[config.mk]
export PLATFORM = sky130hd
export DESIGN_NAME = q2e_isqrt
export DESIGN_NICKNAME = d
export VERILOG_FILES = /design/src/sv/quaternion_to_euler_angles_assert.svh /design/src/sv/q2e_pkg.sv /design/src/sv/q2e_isqrt.sv
export SDC_FILE = /design/constraint.sdc
export NUM_CORES = 2
export LEC_CHECK = 0
export BUFFER_PORTS_ARGS = -buffer_cell sky130_fd_sc_hd__buf_2
export CAP_MARGIN = 40
export CELL_PAD_IN_SITES_DETAIL_PLACEMENT = 0
export CELL_PAD_IN_SITES_GLOBAL_PLACEMENT = 2
export CORE_ASPECT_RATIO = 1.5
export CORE_MARGIN = 2
export CORE_UTILIZATION = 45
export DETAILED_ROUTE_END_ITERATION = 7
export GPL_ROUTABILITY_DRIVEN = 1
export GPL_TIMING_DRIVEN = 0
export PLACE_DENSITY_LB_ADDON = 0.1
export SYNTH_ARGS = -nofsm -noshare
export SYNTH_HDL_FRONTEND = slang
export SYNTH_SLANG_ARGS = --single-unit
[constraint.sdc]
create_clock -name i_clk -period 3.65 [get_ports i_clk]
set_input_delay 0.365 -clock i_clk [delete_from_list [all_inputs] [get_ports i_clk]]
set_output_delay 0.365 -clock i_clk [all_outputs]
set_load 0.05 [all_outputs]
[src/sv/quaternion_to_euler_angles_assert.svh]
// ----------------------------------------------------------------------------
// Quaternion to Euler angles: assertion macros
// Concurrent check helpers shared by the RTL that asserts.
// ----------------------------------------------------------------------------
`ifndef QUATERNION_TO_EULER_ANGLES_ASSERT_SVH
`define QUATERNION_TO_EULER_ANGLES_ASSERT_SVH

// same-cycle implication, ignored while reset is low
`define Q2E_ASSERT_NOW(lbl, ante, cons, msg) \
    lbl: assert property (@(posedge i_clk) disable iff (!i_rst_n) (ante) |-> (cons)) \
        else $error(msg);

// next-cycle implication, checked during reset as well
`define Q2E_ASSERT_NEXT(lbl, ante, cons, msg) \
    lbl: assert property (@(posedge i_clk) (ante) |=> (cons)) else $error(msg);

`endif

[src/sv/q2e_pkg.sv]
// ----------------------------------------------------------------------------
// q2e_pkg
// Widths, constants and the arctangent table for the quaternion to Euler core.
// ----------------------------------------------------------------------------
package q2e_pkg;

    localparam int CORDIC_STAGES = 16;
    localparam int CORDIC_ITERS  = (CORDIC_STAGES < 24) ? CORDIC_STAGES : 24;

    localparam int QW     = 16;   // quaternion component
    localparam int PW     = 32;   // 16x16 product
    localparam int SW     = 34;   // product sums, units of 2^-28
    localparam int CW     = 38;   // CORDIC x/y datapath
    localparam int ZW     = 33;   // angle accumulator, units of 2^-28 rad
    localparam int RW     = 19;   // rounded angle before saturation
    localparam int MAG_W  = 28;
    localparam int SQ_W   = 56;
    localparam int RAD_W  = 57;
    localparam int ROOT_W = 29;
    localparam int ISQ_STEPS = 29;
    localparam int CORDIC_LAT = CORDIC_ITERS + 2;

    localparam logic signed [SW-1:0] ONE_Q28 = SW'(268435456);
    localparam logic signed [ZW-1:0] PI_Q28  = ZW'(843314857);
    localparam logic signed [15:0]   PI_Q13  = 16'sd25736;
    localparam logic signed [14:0]   HALF_PI_Q13 = 15'sd12868;

    typedef struct packed {
        logic signed [SW-1:0] sr;
        logic signed [SW-1:0] cr;
        logic signed [SW-1:0] sp;
        logic signed [SW-1:0] sy;
        logic signed [SW-1:0] cy;
        logic                 clip;
        logic                 neg;
    } t_side;

    typedef struct packed {
        logic clip;
        logic neg;
    } t_clip;

    // atan(2^-i) in units of 2^-28 rad
    function automatic logic signed [ZW-1:0] atan_q28(input int i);
        logic signed [ZW-1:0] a;
        case (i)
            0:  a = ZW'(210828714);
            1:  a = ZW'(124459457);
            2:  a = ZW'(65760959);
            3:  a = ZW'(33381290);
            4:  a = ZW'(16755422);
            5:  a = ZW'(8385879);
            6:  a = ZW'(4193963);
            7:  a = ZW'(2097109);
            8:  a = ZW'(1048571);
            9:  a = ZW'(524287);
            10: a = ZW'(262144);
            11: a = ZW'(131072);
            12: a = ZW'(65536);
            13: a = ZW'(32768);
            14: a = ZW'(16384);
            15: a = ZW'(8192);
            16: a = ZW'(4096);
            17: a = ZW'(2048);
            18: a = ZW'(1024);
            19: a = ZW'(512);
            20: a = ZW'(256);
            21: a = ZW'(128);
            22: a = ZW'(64);
            23: a = ZW'(32);
            default: a = '0;
        endcase
        return a;
    endfunction

endpackage

[src/sv/q2e_isqrt.sv]
// ----------------------------------------------------------------------------
// q2e_isqrt
// Pipelined integer square root, one result bit per stage.
// ----------------------------------------------------------------------------
module q2e_isqrt (
    input  logic                        i_clk,
    input  logic                        i_en,
    input  logic [q2e_pkg::RAD_W-1:0]   i_rad,
    output logic [q2e_pkg::ROOT_W-1:0]  o_root
);
    import q2e_pkg::*;

    localparam int IW = RAD_W + 1;

    logic [IW-1:0] r_v [ISQ_STEPS];
    logic [IW-1:0] r_r [ISQ_STEPS];

    genvar j;
    generate
        for (j = 0; j < ISQ_STEPS; j++) begin : g_step
            localparam int K = ISQ_STEPS - 1 - j;
            localparam logic [IW-1:0] BIT = IW'(1) << (2 * K);
            logic [IW-1:0] v_in, r_in, tmp, n_v, n_r;

            if (j == 0) begin : g_first
                assign v_in = {1'b0, i_rad};
                assign r_in = '0;
            end else begin : g_rest
                assign v_in = r_v[j-1];
                assign r_in = r_r[j-1];
            end

            always_comb begin
                tmp = r_in + BIT;
                if (v_in >= tmp) begin
                    n_v = v_in - tmp;
                    n_r = (r_in >> 1) + BIT;
                end else begin
                    n_v = v_in;
                    n_r = r_in >> 1;
                end
            end

            always_ff @(posedge i_clk) begin
                if (i_en) begin
                    r_v[j] <= n_v;
                    r_r[j] <= n_r;
                end
            end
        end
    endgenerate

    assign o_root = r_r[ISQ_STEPS-1][ROOT_W-1:0];

endmodule

==> results.md <==
- Across the run, the number of max-cap violations was 0.
- TritonCTS built the clock tree.
- The initial antenna violation count came to 4.
- The global-route wire length before repair is slightly below 400000 µm.
- The warning count from the yosys run is 0.
- The maximum clock frequency is about 270 MHz.
- Of the cells placed in the final design, the portion with a size suffix greater than 1 is between 10% and 20%.
- The final critical-path share of the clock period is 100%.
- At the pin with the least slew margin, the transition time is around 1100 ps.
- The tightest slew margin relative to the limit is 25.1%.
- The final hold violation count came to 0.
- Counting I/O delays and the setup requirement, the final critical path takes approximately 3700 ps.
- STA classifies the critical path startpoint as a flip-flop.
- Once placement completed, the tool counted placed cells totaling ~11000.
- The largest total area in the synthesized netlist belongs to sky130_fd_sc_hd__edfxtp_1.
- The count of buffers added on input and output ports is 86.
- The later pin in the worst-skew pair is clocked with a latency of 880 ps.
- The floorplan step set the die height to about 580 µm.
- 88 I/O pins were placed.
- The detailed router's first-iteration violation count is approximately 3700.
- Traced cell by cell, the critical path runs through ha_1, nor2_1, a21oi_1, o21ai_0, o311ai_1, o221ai_1, nor4_1, nor3_1, xor2_1.
- The worst-case IR drop observed on VDD is approximately 0.35 mV.
- Entering global routing, the biggest net connects 191 pins.
- Summing the sequential cell areas from Yosys gives 62.9% of the chip area.
- For the final routed database, the setup TNS stands at -16.4 ps.
- The floorplan step set the die width to a little under 400 µm.
- The number of flip-flops and latches in the synthesized netlist is 2059.
- The count of endpoints failing setup in the final report is 1.
- Cells fill 52.2% of the core in the end.
- The kind of path behind the tightest hold check is in -> reg.
- After legalization and detailed placement, the total HPWL measured 207000 µm.
- The number of max-slew violations in the final report is 0.
- In the global route stage, overall resource usage came out at about a quarter.
- The maximum buffer depth of the clock tree is 4.
- The largest individual stage delay along the critical path comes from the cell sky130_fd_sc_hd__nor4_1.
- The post-synthesis instance total is between 7000 and 8000.
- The number of buffer and inverter instances along the worst setup path is 0.
- Buffers inserted during clock tree synthesis total approximately 200.
- The area enclosed by the die boundary is 222000 µm².
- Using the TritonRoute via totals, the vias-per-cell ratio works out to ~5.6.
- For this block, the via count after detailed routing is roughly 63000.
- In the post-route analysis, the smallest setup slack over all paths is -16.4 ps.
- The detail-routed net length per standard cell is approximately 24 µm.
- The fraction of registers with async set or reset after synthesis is 0%.
- The synthesized design devotes to its leading area cell type between 60% and 70% of total area.
- In this design, the stage delay of the slowest critical-path cell is around 650 ps.
- The worst slack after detailed placement is -1530 ps.
- At the end of routability-driven placement, the weighted congestion stood at between 0.9 and 1.
- The number of nets in the final layout is around 8700.
- The power density over the cells is slightly above 600 nW/µm².
- Yosys attributes the largest share of cell area to sky130_fd_sc_hd__edfxtp_1 (63%), sky130_fd_sc_hd__ha_1 (5.9%), sky130_fd_sc_hd__xnor2_1 (3.2%).
- The post-CTS clock slew at the launch and capture registers of the worst setup and hold paths is ~60 ps.
- The final reports fail on negative setup slack.
- After layout, the design draws a total of between 70000 and 80000 µW.
- The top fanout value on the critical path is 5.
- Counting distinct cell types in the post-synthesis netlist gives 93.
- The pre-antenna-repair detailed-routing pass consisted of 5 iterations.
- CTS built an H-tree with a depth of 4.
- The required time of the worst setup path is around 4200 ps.
- The worst setup path is captured at a flip-flop.
- In this run the static leakage power is about 0.042 µW.
- Each instance of the synthesized netlist takes up on average between 10 and 15 µm².
- The mapped netlist covers just under 100000 µm².
- The family of cells with the greatest summed delay on the critical path is compound AO/OA/AOI/OAI gates.
- The number of nets still failing antenna checks after routing is 0.
- The number of global-route vias before repair is around 66000.
- The area growth from synthesis to final layout is 15.7%.
- Summed over all layers, the global routing overflow is 0.
- For this run, the leading register cell type out of synthesis is sky130_fd_sc_hd__edfxtp_1.
- The critical path start-end classification is reg -> reg.
- The number of enable flip-flop cells after synthesis is ~2100.
- The post-layout instance count excluding filler cells is 11248.
- The count of unresolved DRC violations after routing is 0.
- The count of clock tree sinks is between 2000 and 2500.
- Setup repair after global routing could not meet its margin everywhere.
- For this configuration, the core starts out at a cell density of between 40% and 50%.
- The standard-cell row count is 210.
- The worst clock skew is between 70 and 80 ps.
- The flow ran to the end, but the final reports show violations.
- The core region is around 220000 µm².
- The data arrival at the endpoint of the critical path is approximately 4200 ps.
- The tree is rooted in a sky130_fd_sc_hd__clkbuf_16.
- The sum of routed wire length over all layers is 269000 µm.
sequential cells by signal, summed over array words and instances, names as in the netlist:
| register | count |
|---|---|
| r_r | 435 |
| r_v | 1624 |
Yosys cell counts, types with 11 or more instances:
cell / count
sky130_fd_sc_hd__xor2_1: 364
sky130_fd_sc_hd__or3_1: 87
sky130_fd_sc_hd__buf_2: 14
sky130_fd_sc_hd__a211o_1: 15
sky130_fd_sc_hd__nor3_1: 212
sky130_fd_sc_hd__o41ai_1: 11
sky130_fd_sc_hd__or2_2: 13
sky130_fd_sc_hd__nand3b_1: 22
sky130_fd_sc_hd__nand4b_1: 11
sky130_fd_sc_hd__and2_1: 26
sky130_fd_sc_hd__or4_1: 56
sky130_fd_sc_hd__nor4_1: 269
sky130_fd_sc_hd__o21ai_1: 165
sky130_fd_sc_hd__nor2b_1: 67
sky130_fd_sc_hd__xnor2_1: 364
sky130_fd_sc_hd__a2111oi_0: 12
sky130_fd_sc_hd__and3_1: 38
sky130_fd_sc_hd__o21a_1: 81
sky130_fd_sc_hd__a221oi_1: 11
sky130_fd_sc_hd__inv_1: 555
sky130_fd_sc_hd__nand2b_1: 96
sky130_fd_sc_hd__o21bai_1: 46
sky130_fd_sc_hd__mux2i_1: 11
sky130_fd_sc_hd__nor2_1: 514
sky130_fd_sc_hd__nor4b_1: 31
sky130_fd_sc_hd__mux2_1: 73
sky130_fd_sc_hd__nand3_1: 124
sky130_fd_sc_hd__nand2_1: 470
sky130_fd_sc_hd__nand4_1: 138
sky130_fd_sc_hd__buf_1: 15
sky130_fd_sc_hd__nor3b_1: 11
sky130_fd_sc_hd__o21ai_0: 192
sky130_fd_sc_hd__a21oi_1: 475
sky130_fd_sc_hd__o31ai_1: 30
sky130_fd_sc_hd__o2111ai_1: 11
sky130_fd_sc_hd__edfxtp_1: 2059
sky130_fd_sc_hd__clkbuf_1: 119
sky130_fd_sc_hd__ha_1: 460
sky130_fd_sc_hd__o211ai_1: 32
sky130_fd_sc_hd__a21o_1: 171
sky130_fd_sc_hd__a211oi_1: 30
sky130_fd_sc_hd__and4b_1: 11
sky130_fd_sc_hd__a31oi_1: 48
sky130_fd_sc_hd__a41oi_1: 11
power breakdown:
| part | internal (µW) | total, µW | switching [µW] |
|---|---|---|---|
| Combinational | 6420 | 15900 | 9510 |
| Sequential | 30000 | 32400 | 2420 |
| Clock | 12600 | 21700 | 9110 |
| Total | 49000 | 70100 | 21000 |
cells in the final DEF (no fill, tap or decap), types with 39 or more instances in the layout:
master | netlist | layout
sky130_fd_sc_hd__o21ai_0 | 192 | 180
sky130_fd_sc_hd__o21bai_1 | 46 | 45
sky130_fd_sc_hd__nor2b_1 | 67 | 63
sky130_fd_sc_hd__mux2_1 | 73 | 73
sky130_fd_sc_hd__buf_4 | 1 | 115
sky130_fd_sc_hd__a21o_1 | 171 | 170
sky130_fd_sc_hd__buf_2 | 14 | 117
sky130_fd_sc_hd__nand2b_1 | 96 | 95
sky130_fd_sc_hd__xnor2_1 | 364 | 364
sky130_fd_sc_hd__nor2_1 | 514 | 504
sky130_fd_sc_hd__nand4_1 | 138 | 138
sky130_fd_sc_hd__clkbuf_1 | 119 | 63
sky130_fd_sc_hd__a21oi_1 | 475 | 463
sky130_fd_sc_hd__clkinv_1 | 0 | 39
sky130_fd_sc_hd__ha_4 | 0 | 39
sky130_fd_sc_hd__clkbuf_16 | 0 | 207
sky130_fd_sc_hd__dlygate4sd3_1 | 0 | 57
sky130_fd_sc_hd__nand2_1 | 470 | 464
sky130_fd_sc_hd__or4_1 | 56 | 46
sky130_fd_sc_hd__nand3_1 | 124 | 115
sky130_fd_sc_hd__or3_1 | 87 | 80
sky130_fd_sc_hd__ha_1 | 460 | 391
sky130_fd_sc_hd__inv_1 | 555 | 552
sky130_fd_sc_hd__nor4_1 | 269 | 224
sky130_fd_sc_hd__o21a_1 | 81 | 79
sky130_fd_sc_hd__nor3_1 | 212 | 189
sky130_fd_sc_hd__edfxtp_1 | 2059 | 2059
sky130_fd_sc_hd__xor2_1 | 364 | 363
sky130_fd_sc_hd__o21ai_1 | 165 | 161
final cells by class:
class                      instances  area, µm²
fill                           18735     104000
sequential                      2059      61800
multi-input combinational       4983      36200
clock buffer                     236       5290
tap                             2862       3580
timing repair buffer             309       2580
inverter                         564       2130
clock inverter                   128       1470
buffer                           104        629
antenna                            3       7.51
stage by stage:
step	hold WS (ps)	instance area [µm²]
after floorplan	417	98300
after global placement	428	102000
after detailed placement	433	103000
after CTS	81.6	113000
after global routing	131	114000
final	123	114000
metal layers:
metal / GRT usage [%] / routed length [µm]
met1: 19.8 / 79400
met3: 2.77 / 8480
met4: 16.5 / 22600
met5: 0 / 0
met2: 50.6 / 159000
repair_timing:
action	CTS	global route
setup endpoints to repair	646	332
endpoints found under the hold margin	57	0
resized for setup	362	199
pin swaps	60	60
buffers inserted	60	36
hold buffers	57	0
cloned	0	1
kinds of logic after synthesis:
| group | after synthesis | share of synthesized area (%) |
|---|---|---|
| buffers and inverters | 713 | 2.74 |
| XOR/XNOR | 728 | 6.48 |
| flip-flops | 2059 | 62.9 |
| multiplexers | 93 | 1.05 |
| other | 1 | 0.00381 |
| AND/OR/NAND/NOR | 2254 | 11.9 |
| AO/OA/AOI/OAI | 1446 | 9.12 |
| adder cells (fa/ha/maj) | 460 | 5.85 |
path summary, 6_finish.rpt:
check                   start     endpoint  slack [ps]  cells after the start
setup / recovery  r_v[1][308]  r_v[1][385]         -20                      9
hold / removal           i_en  r_v[0][744]         120                      1
setup reg to reg  r_v[1][308]  r_v[1][385]         -20                      9
hold reg to reg    r_r[1][26]   r_r[1][83]         420                      0
(Power assumes the default switching activity.)
